--- src/sda_pkg.sv ---
package sda_pkg;

    // Stream payload widths. The slave side carries sample_value alone in tdata.
    // The master side carries rank_origin then ranked_value, padded to whole bytes.
    localparam int SAMPLE_W   = 32;
    localparam int ORIGIN_W   = 4;
    localparam int S_TDATA_W  = 32;
    localparam int M_PAYLOAD_W = ORIGIN_W + SAMPLE_W;
    localparam int M_TDATA_W  = ((M_PAYLOAD_W + 7) / 8) * 8;

    // Sequencer states of the load, sort and emit phases.
    typedef enum logic [2:0] {
        ST_LOAD,
        ST_SORT_PRIME,
        ST_SORT_LOADC,
        ST_SORT_RUN,
        ST_SORT_TAIL,
        ST_OUT_PRIME,
        ST_OUT_SHOW
    } state_t;

endpackage

--- src/stable_descending_argsort.sv ---
// Channel   | Signals                              | Content
// ----------+--------------------------------------+-----------------------------------------
// s (input) | s_tvalid s_tready s_tdata s_tlast    | one value per request; tlast closes set
// m (output)| m_tvalid m_tready m_tdata m_tlast    | one ranked entry per request, largest
//           | m_tuser                              | first; tlast on the last, tuser overflow
//
// A set of n stored values is loaded, then sorted by a bubble sort on one shared
// signed comparator that walks the entry memory one entry per cycle. When n is 1 the sort
// is skipped for a single output priming state. Then the n results leave at one per cycle
// while m_tready is high.
// Reset (rst_n low, asynchronous) empties the set and clears the overflow flag.
// s_tready is high only while a set is being loaded; a stall on m holds the current result.
module stable_descending_argsort #(
    parameter int CAPACITY   = 16,
    parameter int VALUE_BITS = 32
) (
    input  logic                            clk,
    input  logic                            rst_n,
    input  logic                            s_tvalid,
    output logic                            s_tready,
    input  logic [sda_pkg::S_TDATA_W-1:0]   s_tdata,   // [31:0] sample_value
    input  logic                            s_tlast,   // is_final
    output logic                            m_tvalid,
    input  logic                            m_tready,
    output logic [sda_pkg::M_TDATA_W-1:0]   m_tdata,   // [3:0] rank_origin,
                                                       // [35:4] ranked_value, [39:36] zero
    output logic                            m_tlast,   // end_of_list
    output logic                            m_tuser    // overflowed
);

    // Index into the entry memory, and a fill counter that can also hold CAPACITY itself.
    localparam int IDX_W   = $clog2(CAPACITY);
    localparam int CNT_W   = $clog2(CAPACITY + 1);
    localparam int ENTRY_W = VALUE_BITS + sda_pkg::ORIGIN_W;

    // Each entry holds the value in its low bits and the arrival position above it.
    logic [ENTRY_W-1:0] entry_mem [CAPACITY];

    sda_pkg::state_t    state_reg, state_next;
    logic [CNT_W-1:0]   fill_reg, fill_next;
    logic               overflow_reg, overflow_next;
    logic [IDX_W-1:0]   pass_end_reg, pass_end_next;
    logic [IDX_W-1:0]   j_reg, j_next;
    logic [IDX_W-1:0]   k_reg, k_next;
    logic [IDX_W-1:0]   last_idx_reg, last_idx_next;
    logic [ENTRY_W-1:0] carry_reg, carry_next;
    logic [ENTRY_W-1:0] rd_data_reg;

    logic [IDX_W-1:0]   rd_addr;
    logic               wr_en;
    logic [IDX_W-1:0]   wr_addr;
    logic [ENTRY_W-1:0] wr_data;

    logic                             fill_full;
    logic [CNT_W-1:0]                 count_m1;
    logic [63:0]                      in_ext;
    logic [CNT_W+sda_pkg::ORIGIN_W-1:0] fill_ext;
    logic [ENTRY_W-1:0]               in_entry;
    logic [VALUE_BITS-1:0]            carry_val;
    logic [VALUE_BITS-1:0]            rd_val;
    logic [VALUE_BITS+31:0]           out_ext;
    logic                             cmp_less;
    logic                             out_last;

    // Incoming sample: sign-extend, then keep VALUE_BITS bits. The arrival position is the
    // fill count before the write, of which only the low bits travel with the entry.
    assign in_ext    = {{32{s_tdata[31]}}, s_tdata};
    assign fill_ext  = {{sda_pkg::ORIGIN_W{1'b0}}, fill_reg};
    assign in_entry  = {fill_ext[sda_pkg::ORIGIN_W-1:0], in_ext[VALUE_BITS-1:0]};
    assign fill_full = (fill_reg == CNT_W'(CAPACITY));

    // Index of the last entry once the closing sample has been taken in.
    assign count_m1  = fill_full ? (fill_reg - CNT_W'(1)) : fill_reg;

    // The one shared comparator. A swap happens only on strictly less, which keeps equal
    // values in arrival order.
    assign carry_val = carry_reg[VALUE_BITS-1:0];
    assign rd_val    = rd_data_reg[VALUE_BITS-1:0];
    assign cmp_less  = $signed(carry_val) < $signed(rd_val);

    always_ff @(posedge clk or negedge rst_n)
    begin
        if (!rst_n)
        begin
            state_reg    <= sda_pkg::ST_LOAD;
            fill_reg     <= '0;
            overflow_reg <= 1'b0;
            pass_end_reg <= '0;
            j_reg        <= '0;
            k_reg        <= '0;
            last_idx_reg <= '0;
        end
        else
        begin
            state_reg    <= state_next;
            fill_reg     <= fill_next;
            overflow_reg <= overflow_next;
            pass_end_reg <= pass_end_next;
            j_reg        <= j_next;
            k_reg        <= k_next;
            last_idx_reg <= last_idx_next;
        end
    end

    // Entry memory with one write port and one registered read port, plus the carry
    // register that holds the entry being bubbled down the list.
    always_ff @(posedge clk)
    begin
        if (wr_en)
        begin
            entry_mem[wr_addr] <= wr_data;
        end
        rd_data_reg <= entry_mem[rd_addr];
        carry_reg   <= carry_next;
    end

    always_comb
    begin
        state_next    = state_reg;
        fill_next     = fill_reg;
        overflow_next = overflow_reg;
        pass_end_next = pass_end_reg;
        j_next        = j_reg;
        k_next        = k_reg;
        last_idx_next = last_idx_reg;
        carry_next    = carry_reg;
        rd_addr       = k_reg;
        wr_en         = 1'b0;
        wr_addr       = j_reg;
        wr_data       = carry_reg;
        s_tready      = 1'b0;
        m_tvalid      = 1'b0;

        case (state_reg)
            sda_pkg::ST_LOAD:
            begin
                s_tready = 1'b1;
                if (s_tvalid)
                begin
                    if (!fill_full)
                    begin
                        wr_en     = 1'b1;
                        wr_addr   = fill_reg[IDX_W-1:0];
                        wr_data   = in_entry;
                        fill_next = fill_reg + CNT_W'(1);
                    end
                    else
                    begin
                        overflow_next = 1'b1;
                    end
                    if (s_tlast)
                    begin
                        last_idx_next = count_m1[IDX_W-1:0];
                        pass_end_next = count_m1[IDX_W-1:0];
                        if (count_m1 == '0)
                        begin
                            state_next = sda_pkg::ST_OUT_PRIME;
                        end
                        else
                        begin
                            state_next = sda_pkg::ST_SORT_PRIME;
                        end
                    end
                end
            end

            sda_pkg::ST_SORT_PRIME:
            begin
                rd_addr    = '0;
                j_next     = IDX_W'(1);
                state_next = sda_pkg::ST_SORT_LOADC;
            end

            sda_pkg::ST_SORT_LOADC:
            begin
                // Entry 0 becomes the carry; fetch the first neighbor.
                carry_next = rd_data_reg;
                rd_addr    = j_reg;
                state_next = sda_pkg::ST_SORT_RUN;
            end

            sda_pkg::ST_SORT_RUN:
            begin
                // The slot behind the carry receives whichever entry ranks higher; the
                // other one moves on as the carry.
                wr_en   = 1'b1;
                wr_addr = j_reg - IDX_W'(1);
                if (cmp_less)
                begin
                    wr_data = rd_data_reg;
                end
                else
                begin
                    wr_data    = carry_reg;
                    carry_next = rd_data_reg;
                end
                if (j_reg == pass_end_reg)
                begin
                    state_next = sda_pkg::ST_SORT_TAIL;
                end
                else
                begin
                    j_next  = j_reg + IDX_W'(1);
                    rd_addr = j_reg + IDX_W'(1);
                end
            end

            sda_pkg::ST_SORT_TAIL:
            begin
                // The carry settles at the end of the pass. Entry 0 is fetched at the same
                // time, either for the next pass or as the first result.
                wr_en   = 1'b1;
                wr_addr = pass_end_reg;
                wr_data = carry_reg;
                rd_addr = '0;
                if (pass_end_reg == IDX_W'(1))
                begin
                    k_next     = '0;
                    state_next = sda_pkg::ST_OUT_SHOW;
                end
                else
                begin
                    pass_end_next = pass_end_reg - IDX_W'(1);
                    j_next        = IDX_W'(1);
                    state_next    = sda_pkg::ST_SORT_LOADC;
                end
            end

            sda_pkg::ST_OUT_PRIME:
            begin
                rd_addr    = '0;
                k_next     = '0;
                state_next = sda_pkg::ST_OUT_SHOW;
            end

            sda_pkg::ST_OUT_SHOW:
            begin
                // The read address runs one ahead on each accepted request, so a new
                // result is ready every cycle while m_tready stays high.
                m_tvalid = 1'b1;
                if (m_tready)
                begin
                    if (k_reg == last_idx_reg)
                    begin
                        fill_next     = '0;
                        overflow_next = 1'b0;
                        state_next    = sda_pkg::ST_LOAD;
                    end
                    else
                    begin
                        k_next  = k_reg + IDX_W'(1);
                        rd_addr = k_reg + IDX_W'(1);
                    end
                end
            end

            default:
            begin
                state_next = sda_pkg::ST_LOAD;
            end
        endcase
    end

    // Result fields: the low 32 bits of the stored value, sign-extended from VALUE_BITS.
    assign out_ext  = {{32{rd_val[VALUE_BITS-1]}}, rd_val};
    assign out_last = (k_reg == last_idx_reg);

    assign m_tdata = {{(sda_pkg::M_TDATA_W - sda_pkg::M_PAYLOAD_W){1'b0}},
                      out_ext[31:0],
                      rd_data_reg[ENTRY_W-1 -: sda_pkg::ORIGIN_W]};
    assign m_tlast = m_tvalid & out_last;
    assign m_tuser = overflow_reg;

endmodule

--- config.mk ---
export PLATFORM = sky130hd
export DESIGN_NAME = stable_descending_argsort
export DESIGN_NICKNAME = d
export VERILOG_FILES = /design/src/sda_pkg.sv /design/src/stable_descending_argsort.sv
export SDC_FILE = /design/constraint.sdc
export NUM_CORES = 1
export LEC_CHECK = 0
export ABC_CLOCK_PERIOD_IN_PS = 9700
export BUFFER_PORTS_ARGS = -buffer_cell sky130_fd_sc_hd__buf_4
export CAP_MARGIN = 10
export CORE_UTILIZATION = 35
export DETAILED_ROUTE_END_ITERATION = 7
export SLEW_MARGIN = 25
export SYNTH_ARGS = -nofsm -noshare
export SYNTH_HDL_FRONTEND = slang
export SYNTH_SLANG_ARGS = --single-unit
--- constraint.sdc ---
create_clock -name clk -period 9.7 [get_ports clk]
set_input_delay 1.455 -clock clk [delete_from_list [all_inputs] [get_ports clk]]
set_output_delay 1.455 -clock clk [all_outputs]
set_load 0.1 [all_outputs]
==> flow_summary_export.csv, run 1 <==
group,metric,value,unit
timing,maxSlewHeadroom,25.5,%
timing,max_freq,213,MHz
route,ant_nets,0,
synthesis,synth_cell_types,67,
floorplanning,num_rows,103,
placed_design,place_hpwl,37900,µm
critical_path,worst_setup_path_start_kind,"primary input",
global_routing,grt_pass1_vias,16700,
synthesis,ys_warn_count,0,
critical_path,path_class,"in -> reg",
synthesis,synth_common_cells,"612 x edfxtp_1, 316 x nand2_1, 109 x a211oi_1",
clock_tree,clk_pin_slew,0.05,ns
route,wl,72100,µm
timing,drv_slew,0,
clock_tree,cts_inserted_buffers,70,
clock_tree,cts.path.max_buffers,3,
clock_tree,root_buffer,"clkbuf_16",
timing,fin_crit_sh,48.5,%
job,maxCapViolations,0,
timing,hold_viol_final,0,
global_routing,grt_pass1_wl,107000,µm
timing,fin_tns_setup,0,ns
placed_design,post-place-ws,4.42,ns
floorplanning,ios,81,
clock_tree,cts_max_level,3,
timing,setup_viol,0,
timing,fin_skew,0.0216,ns
global_routing,antenna_found_initial,1,
synthesis,avgSynthCellArea,14.0,µm²
synthesis,syn_inst,2006,
synthesis,yosys.area.top_type,"edfxtp_1",
synthesis,syn-cell-area,28000,µm²
synthesis,synth_edf_count,612,
cells_and_area,drive_above_1_share,13.8,%
placed_design,io_buffers,76,
clock_tree,cts_sinks,673,
route,routed_via_density,5.38,
clock_tree,ctsResizeCount,0,
global_routing,grt_use_total,17.6,%
floorplanning,coreArea,79100,µm²
cells_and_area,syn2layout_area_growth,14.2,%
run_status,status,"complete, no violations",
synthesis,yosysMostFrequentCell,"edfxtp_1",
timing,worst_pin_slew,1.12,ns
floorplanning,die_w,285,µm
global_routing,overflow,0,
synthesis,synth_area_leaders,"edfxtp_1 66%, nand2_1 4.2%, a211oi_1 2.9%, dfxtp_1 2.6%, dfrtp_1 2.2%",
critical_path,path_cells,"buf_4 > o41a_1 > nand2_1 > xnor2_1 > a21oi_4 > buf_4 > buf_4 > nor3b_4 > buf_4 > a32o_1 > a211oi_2",
placed_design,gp_congestion,0.794,
synthesis,ys_ff_latch,673,
critical_path,slowest_stage,"nor3b_4",
cells_and_area,nets,2133,
critical_path,crit_top_cell,"buf_4",
synthesis,yosysSeqAreaShare,70.3,%
synthesis,yosysTopAreaCellShare,65.5,%
critical_path,worst_ep_arrival_time,5.15,ns
global_routing,grt_max_degree,219,
floorplanning,initial_core_util,35.4,%
timing,rsz0062_at_grt,"false",
route,drtIter0Drc,1477,
critical_path,required,10.14,ns
route,avgRoutedWirePerCell,22.8,µm
synthesis,async_flop_share,3.71,%
floorplanning,die_y,285,µm
worst_hold_path,min_path_type,"reg -> reg",
clock_tree,cts_tree,"yes",
synthesis,synth_ff_type,"edfxtp_1",
cells_and_area,n_antenna_cell,0,
critical_path,cp-end-kind,"flip-flop",
timing,period_minus_slack,4.70,ns
route,drc,0,
route,first_pass_iters,5,
cells_and_area,largest_register_ffs,576,
route,vias,17000,
critical_path,crit_path_max_incr_delay,0.72,ns
clock_tree,clk-insertion-delay-late,0.61,ns
timing,setup_ws,5.00,ns
floorplanning,die-area,81300,µm²
clock_tree,postCtsSetupRepairBufs,0,
clock_tree,postCtsHoldBufs,0,
critical_path,crit_path_max_fanout,39,
==> area by class of cell <==
cell class,count,area (µm²)
fill,7329,47100
clock inverter,34,364
sequential,673,19700
timing repair buffer,111,853
tap,1050,1310
clock buffer,92,1950
multi-input combinational,1157,7670
inverter,45,169
==> worst paths after layout <==
kind,startpoint,end,slack [ns],cells after the start
max in group asynchronous,rst_n,pass_end_reg[1],8.66,1
worst min register to register,rd_data_reg[33],carry_reg[33],0.49,0
worst max-delay path,m_tready,rd_data_reg[33],5.00,11
worst max register to register,state_reg[2],rd_data_reg[33],5.01,10
worst min-delay path,rd_data_reg[33],carry_reg[33],0.49,0
min in group asynchronous,rst_n,k_reg[0],0.76,1
==> layout by cell type, fill, tap and decap left out, types with 5 or more instances in the layout <==
master / count
clkbuf_16: 72
a21oi_1: 59
clkinv_1: 11
o21ai_0: 11
edfxtp_1: 612
xor2_1: 10
ha_1: 38
a311oi_1: 35
a211oi_1: 109
a221o_1: 34
inv_1: 44
bufinv_16: 7
a32o_1: 37
nor3_1: 10
o22ai_1: 7
mux2i_1: 42
buf_4: 107
nor2_1: 69
a21o_1: 15
and3_1: 6
nor2_4: 18
clkbuf_8: 7
dfxtp_1: 36
a211oi_2: 36
clkinv_2: 10
nand3_1: 12
nand2b_1: 5
clkbuf_1: 13
dfrtp_1: 25
and2_1: 84
nand4_1: 9
nand2_1: 315
and2_0: 57
a31oi_1: 73
==> stage by stage <==
step	util [%]	cells	area [µm²]	hold WS (ns)
detailed placement	37.6	3035	29700	0.479
finish	40.5	3162	32000	0.494
global route	40.5	3162	32000	0.516
CTS	40.5	3161	32000	0.492
floorplan	-	2009	28100	0.469
global placement	37.6	3034	29700	0.462
==> layer usage <==
metal	global-route usage (%)	wire length (µm)	vias up
met2	28.4	34000	508
met4	5.15	1620	0
met5	0	0	-
met3	3.33	4410	110
li1	-	-	7734
met1	24.1	32100	8664
==> logic make-up after synthesis <==
logic type | count (synthesis) | share of synthesized area, %
other cells | 1 | 0.0134
simple gates | 597 | 9.68
buf+inv | 179 | 3.15
mux | 47 | 1.74
compound gates | 454 | 12.8
flops | 673 | 70.3
xor+xnor | 17 | 0.638
fa+ha+maj | 38 | 1.70
==> critical path: cells and delay by family <==
| family | cells | cell delay, ns |
|---|---|---|
| AOI/OAI and AO/OA | 4 | 0.84 |
| xor gates and xnor gates | 1 | 0.19 |
| buffers and inverters | 4 | 1.72 |
| and+or+nand+nor | 2 | 0.88 |
Power of run 1 is left out: the tool's default activity adds up to more than one toggle a clock period on the data nets, which glitch-free logic cannot reach.
==> run 2, diff against run 1 <==
--- a/config.mk
+++ b/config.mk
@@ -5,7 +5,8 @@
 export SDC_FILE = /design/constraint.sdc
 export NUM_CORES = 1
 export LEC_CHECK = 0
-export ABC_CLOCK_PERIOD_IN_PS = 9700
+export ABC_AREA = 1
+export ABC_CLOCK_PERIOD_IN_PS = 4400
 export BUFFER_PORTS_ARGS = -buffer_cell sky130_fd_sc_hd__buf_4
 export CAP_MARGIN = 10
 export CORE_UTILIZATION = 35
==> constraint.sdc (replaced) <==
create_clock -name clk -period 4.4 [get_ports clk]
set_input_delay 0.66 -clock clk [delete_from_list [all_inputs] [get_ports clk]]
set_output_delay 0.66 -clock clk [all_outputs]
set_load 0.1 [all_outputs]
==> run 2 against run 1 <==
Hold slack lost 0.028 ns. Wire length is 21% higher. Synthesized cell count up 51%. Sequential share of layout area down 4.7 points. Clock skew decreased by 0.0072 ns. Worst setup slack worse by 4.4 ns. Non-clock buffer count grew 15. Core utilization about the same. Sequential cell count unchanged.
==> flow_summary_export.csv, run 2 <==
group,metric,value,unit
synthesis,synth_cell_types,44,
critical_path,worst_setup_path_start_kind,"flip-flop",
synthesis,synth_compound_area_share,2.36,%
critical_path,crit_top_cell,"nand2_1",
synthesis,synth_xor_area_share,0.0575,%
synthesis,synth_ff_type,"edfxtp_1",
critical_path,cp-end-kind,"flip-flop",
power_and_ir_drop,leakagePower,14.4,nW
synthesis,ys_warn_count,0,
synthesis,muxShareOfSynthArea,0,%
placed_design,io_buffers,76,
critical_path,required,4.59,ns
power_and_ir_drop,power.internal,0.0102,W
critical_path,reg2reg_depth,13,
power_and_ir_drop,seqPwrFrac,54.1,%
placed_design,gp_congestion,0.833,
synthesis,ys_ff_latch,673,
clock_tree,root_buffer,"clkbuf_16",
power_and_ir_drop,p_clk_share,45.3,%
cells_and_area,final_cell_mix,"740 x nand3_1, 709 x nand2_1, 612 x edfxtp_1, 442 x inv_1, 105 x buf_4",
route,drc,0,
synthesis,synth_area_leaders,"edfxtp_1 60%, nand3_1 12%, nand2_1 8.8%, inv_1 5.4%, dfxtp_1 2.4%",
clock_tree,cts.path.max_buffers,3,
synthesis,yosysTopAreaCellShare,60.3,%
global_routing,grt_max_degree,205,
critical_path,crit_path_max_fanout,18,
critical_path,crit_path_max_incr_delay,0.56,ns
critical_path,slowest_stage,"nor4_1",
timing,setup_viol,0,
route,avgRoutedWirePerCell,20.5,µm
cells_and_area,final_common_cell,"nand3_1",
timing,max_freq,264,MHz
clock_tree,postCtsSetupRepairBufs,0,
job,maxCapViolations,0,
clock_tree,ctsResizeCount,0,
floorplanning,num_rows,107,
route,wl,86900,µm
power_and_ir_drop,power-per-cell-area,366,nW/µm²
global_routing,antenna_found_initial,1,
synthesis,synth_edf_count,612,
power_and_ir_drop,comb_power_share,0.6,%
synthesis,post_synth_fa_ha_maj_area_fraction,1.56,%
global_routing,overflow,0,
synthesis,yosysSeqAreaShare,64.7,%
timing,fin_tns_setup,0,ns
timing,hold_viol_final,0,
synthesis,avgSynthCellArea,10.1,µm²
floorplanning,ios,81,
route,first_pass_iters,5,
timing,drv_slew,0,
route,vias,21600,
synthesis,async_flop_share,3.71,%
timing,fin_skew,0.0143,ns
floorplanning,coreArea,85700,µm²
synthesis,syn-cell-area,30500,µm²
placed_design,post-place-ws,0.544,ns
timing,worst_pin_slew,1.32,ns
cells_and_area,n_antenna_cell,0,
cells_and_area,syn2layout_area_growth,13.8,%
power_and_ir_drop,peakVddDrop,250,µV
global_routing,grt_pass1_vias,20300,
cells_and_area,largest_register_ffs,576,
timing,maxSlewHeadroom,12.3,%
route,ant_nets,0,
timing,fin_crit_sh,86.0,%
route,drtIter0Drc,2216,
clock_tree,cts_tree,"yes",
route,routed_via_density,5.09,
global_routing,grt_use_total,19.4,%
timing,rsz0062_at_grt,"false",
floorplanning,die-area,88300,µm²
clock_tree,cts_sinks,673,
floorplanning,die_y,297,µm
worst_hold_path,min_delay_path_depth,0,
worst_hold_path,min_path_type,"reg -> reg",
cells_and_area,nets,3127,
cells_and_area,finalCoreUtilization,40.5,%
cells_and_area,drive_above_1_share,8.42,%
timing,setup_ws,0.617,ns
critical_path,worst_ep_arrival_time,3.97,ns
synthesis,synth-simple-area-share,23.1,%
critical_path,path_class,"reg -> reg",
power_and_ir_drop,switching_share,19.3,%
run_status,status,"complete, no violations",
global_routing,grt_pass1_wl,130000,µm
power_and_ir_drop,p_sw,0.00246,W
synthesis,yosysMostFrequentCell,"nand3_1",
placed_design,place_hpwl,44700,µm
synthesis,yosys.area.top_type,"edfxtp_1",
floorplanning,die_w,297,µm
timing,period_minus_slack,3.78,ns
synthesis,synth_top_family_by_area,"simple AND/OR/NAND/NOR gates",
synthesis,syn_inst,3024,
placed_design,placed_cells,4125,
critical_path,path_cells,"inv_1 > ha_1 > nand2_1 > nor4_1 > and3_1 > nand2_1 > nand2_1 > nand2_2 > nand2_2 > buf_4 > nand2_1 > nand3_1 > nand2_1",
clock_tree,clk_pin_slew,0.06,ns
clock_tree,cts_inserted_buffers,68,
clock_tree,clk-insertion-delay-late,0.60,ns
clock_tree,cts_max_level,3,
cells_and_area,final_cells,4245,
synthesis,synth_common_cells,"743 x nand3_1, 711 x nand2_1, 612 x edfxtp_1",
floorplanning,initial_core_util,35.6,%
## run 2: final cells by class
class                      instances  area (µm²)
fill                            8242       51000
clock inverter                    29         293
tap                             1144        1430
inverter                         450        1690
timing repair buffer             126        1200
clock buffer                      90        1880
sequential                       673       19700
multi-input combinational       1733        8460
## run 2: repair_timing
action / 4_1_cts / 5_1_grt
endpoints found under the hold margin: 25 / 0
hold buffers: 1 / 0
setup endpoints to repair: 0 / 0
## run 2: cells by family after synthesis
| kind of cell | count (synthesis) |
|---|---|
| other | 1 |
| adders and majority gates | 38 |
| xor gates and xnor gates | 2 |
| DFF | 673 |
| buffers and inverters | 621 |
| and+or+nand+nor | 1569 |
| AOI/OAI and AO/OA | 120 |
## run 2: metal layers
| metal | part of all wire, % | track usage (%) | up-vias |
|---|---|---|---|
| met4 | 2.2 | 6.00 | 2 |
| met3 | 7.2 | 2.86 | 118 |
| li1 | - | - | 10200 |
| met5 | 0.015 | 0 | - |
| met1 | 43 | 26.7 | 10500 |
| met2 | 48 | 31.6 | 789 |
## run 2: path summary, 6_finish.rpt
kind / startpoint / to / slack (ns)
setup / recovery: rd_data_reg[31] / entry_mem[13][12] / 0.62
hold / removal: rd_data_reg[7] / carry_reg[7] / 0.47
setup reg to reg: rd_data_reg[31] / entry_mem[13][12] / 0.62
hold reg to reg: rd_data_reg[7] / carry_reg[7] / 0.47
max in group asynchronous: rst_n / fill_reg[1] / 3.60
min in group asynchronous: rst_n / k_reg[2] / 0.53
## run 2: power groups by stage
stage / sequential (W) / combinational (W) / clock, W
4_1_cts: 0.00687 / 0.0000732 / 0.00583
3_3_place_gp: 0.00701 / 0.0000730 / 0
5_1_grt: 0.00687 / 0.0000760 / 0.00606
3_5_place_dp: 0.00701 / 0.0000723 / 0
2_1_floorplan: 0.00701 / 0.0000244 / 0
6_report: 0.00687 / 0.0000735 / 0.00576
## run 2: through the flow
step	hold WS (ns)	area, µm²	total power, W
floorplan	0.364	30500	0.00703
global placement	0.441	32500	0.00708
detailed placement	0.449	32500	0.00708
CTS	0.450	34700	0.0128
global route	0.489	34700	0.0130
finish	0.466	34700	0.0127
## run 2: critical path: cells and delay by family, from the launching register on
family / cells / cell delay (ns)
fa+ha+maj: 1 / 0.36
flops: 1 / 0.37
simple gates: 10 / 2.24
buf+inv: 2 / 0.39
(Power assumes the default switching activity.)
==> run 3, diff against run 2 <==
--- a/config.mk
+++ b/config.mk
@@ -11,7 +11,7 @@
 export CAP_MARGIN = 10
 export CORE_UTILIZATION = 35
 export DETAILED_ROUTE_END_ITERATION = 7
-export SLEW_MARGIN = 25
+export REMOVE_ABC_BUFFERS = 1
 export SYNTH_ARGS = -nofsm -noshare
 export SYNTH_HDL_FRONTEND = slang
 export SYNTH_SLANG_ARGS = --single-unit
==> run 3 against run 2 <==
Clock skew increased by 0.012 ns. Wire length hardly changed. Non-clock buffer count grew 8. Worst setup slack better by 0.27 ns. Clock power is 9.2% higher. Sequential share of layout area shrank 0.58 points. Maximum frequency increased by 7.8%. Hold slack gained 0.0028 ns. First-iteration DRC count rose by 5.2%. Final cell count up 0.61%. Core utilization rose by 0.41 points. Register-to-register slack better by 0.27 ns. Critical endpoint is now entry_mem[5][33]. Largest power group unchanged. Highest routed layer is now met4.
==> flow_summary_export.csv, run 3 (same netlist as run 2, synthesis figures left out) <==
group,metric,value,unit
power_and_ir_drop,peakVddDrop,268,µV
power_and_ir_drop,leakagePower,14.6,nW
route,first_pass_iters,7,
clock_tree,postCtsHoldBufs,1,
critical_path,crit_path_max_fanout,14,
critical_path,worst_ep_arrival_time,3.81,ns
critical_path,cp-end-kind,"flip-flop",
floorplanning,die-area,88300,µm²
clock_tree,root_buffer,"clkbuf_16",
global_routing,grt_pass1_vias,20400,
timing,worst_pin_slew,0.968,ns
global_routing,grt_max_degree,168,
route,routed_via_density,5.08,
global_routing,grt_use_total,19.4,%
route,avgRoutedWirePerCell,20.4,µm
critical_path,worst_setup_path_start_kind,"flip-flop",
global_routing,antenna_found_initial,0,
floorplanning,num_rows,107,
job,maxCapViolations,0,
placed_design,io_buffers,76,
timing,fin_skew,0.0266,ns
critical_path,path_class,"reg -> reg",
cells_and_area,final_common_cell,"nand3_1",
worst_hold_path,min_path_type,"reg -> reg",
cells_and_area,n_antenna_cell,0,
route,drtIter0Drc,2332,
cells_and_area,final_cells,4271,
global_routing,grt_pass1_wl,130000,µm
critical_path,crit_start,"fill_reg[0]",
timing,max_freq,285,MHz
floorplanning,ios,81,
clock_tree,cts_tree,"yes",
route,drc,0,
clock_tree,cts_max_level,3,
placed_design,gp_congestion,0.830,
global_routing,overflow,0,
timing,drv_slew,0,
timing,maxSlewHeadroom,35.3,%
cells_and_area,largest_register_ffs,576,
critical_path,rrSetupSlack,0.89,ns
floorplanning,die_y,297,µm
placed_design,place_hpwl,46300,µm
cells_and_area,final_cell_mix,"740 x nand3_1, 708 x nand2_1, 612 x edfxtp_1, 442 x inv_1, 112 x buf_4",
clock_tree,clk-insertion-delay-late,0.62,ns
cells_and_area,syn2layout_area_growth,15.0,%
clock_tree,cts_sinks,673,
critical_path,r2r-start,"fill_reg[0]",
timing,period_minus_slack,3.51,ns
timing,rsz0062_at_grt,"false",
cells_and_area,nets,3142,
route,wl,87000,µm
placed_design,placed_cells,4133,
cells_and_area,drive_above_1_share,9.34,%
clock_tree,ctsResizeCount,0,
timing,fin_crit_sh,79.8,%
route,vias,21700,
critical_path,required,4.70,ns
run_status,status,"complete, no violations",
floorplanning,die_w,297,µm
power_and_ir_drop,finalPower,0.0132,W
timing,hold_viol_final,0,
floorplanning,initial_core_util,35.6,%
route,ant_nets,0,
timing,setup_viol,0,
worst_hold_path,hp-start,"rd_data_reg[27]",
clock_tree,clk_pin_slew,0.06,ns
power_and_ir_drop,power-per-cell-area,378,nW/µm²
clock_tree,postCtsSetupRepairBufs,0,
floorplanning,coreArea,85700,µm²
clock_tree,cts.path.max_buffers,3,
clock_tree,cts_inserted_buffers,75,
==> run 3: cell count changes in the layout (fill, tap and decap cells not counted), moves of 4 or more <==
cell | before | now
clkbuf_8 | 3 | 7
buf_4 | 105 | 112
clkinv_1 | 9 | 5
clkbuf_16 | 71 | 77
clkinv_2 | 12 | 22
==> run 3: power by group <==
| part | switching (W) | total [W] | internal [W] |
|---|---|---|---|
| registers | 0.00000119 | 0.00687 | 0.00687 |
| logic | 0.0000462 | 0.0000708 | 0.0000245 |
| clock network | 0.00255 | 0.00629 | 0.00374 |
| total | 0.00259 | 0.0132 | 0.0106 |
==> run 3: layout make-up <==
type / instances / area, µm²
repair buffers: 134 / 1270
clock buffers: 100 / 2080
fillers: 8186 / 50600
multi-input cells: 1733 / 8470
well taps: 1144 / 1430
flip-flops and latches: 673 / 19700
inverters: 450 / 1690
clock inverters: 37 / 368
==> run 3: per-layer routing <==
metal  GRT usage (%)  part of all wire [%]  up-vias
met4            4.74                   2.0        0
li1                -                     -    10300
met3            3.66                   7.8      125
met1            28.0                    45    10500
met2            30.2                    46      795
met5               0                     0        -
==> run 3: path summary, 6_finish.rpt <==
| check | depth (start not counted) | to |
|---|---|---|
| setup / recovery | 10 | entry_mem[5][33] |
| hold / removal | 0 | carry_reg[27] |
| setup reg to reg | 10 | entry_mem[5][33] |
| hold reg to reg | 0 | carry_reg[27] |
| max in group asynchronous | 2 | state_reg[0] |
| min in group asynchronous | 2 | j_reg[3] |
==> run 3: worst max-delay path, cell delays in order, from the launching register on <==
cell and delay, ns:
dfrtp_1 0.39, inv_1 0.11, ha_1 0.21, nand4_1 0.17, nand2_1 0.07, nand2_1 0.08, nand2_1 0.12, a2111oi_0 0.71
nand2_1 0.44, nor2_4 0.66, buf_12 0.25
==> run 3: per-stage QoR <==
step           TNS (ns)  hold slack (ns)  setup slack, ns  instance area (µm²)  utilization (%)
6_report              0            0.469            0.890                35000             40.9
5_1_grt               0            0.464            0.620                35000             40.9
3_5_place_dp          0            0.451            0.915                32600             38.0
4_1_cts               0            0.457            0.904                35000             40.9
2_1_floorplan   -802.91            0.364           -13.64                29700                -
3_3_place_gp          0            0.437            0.957                32600             38.0
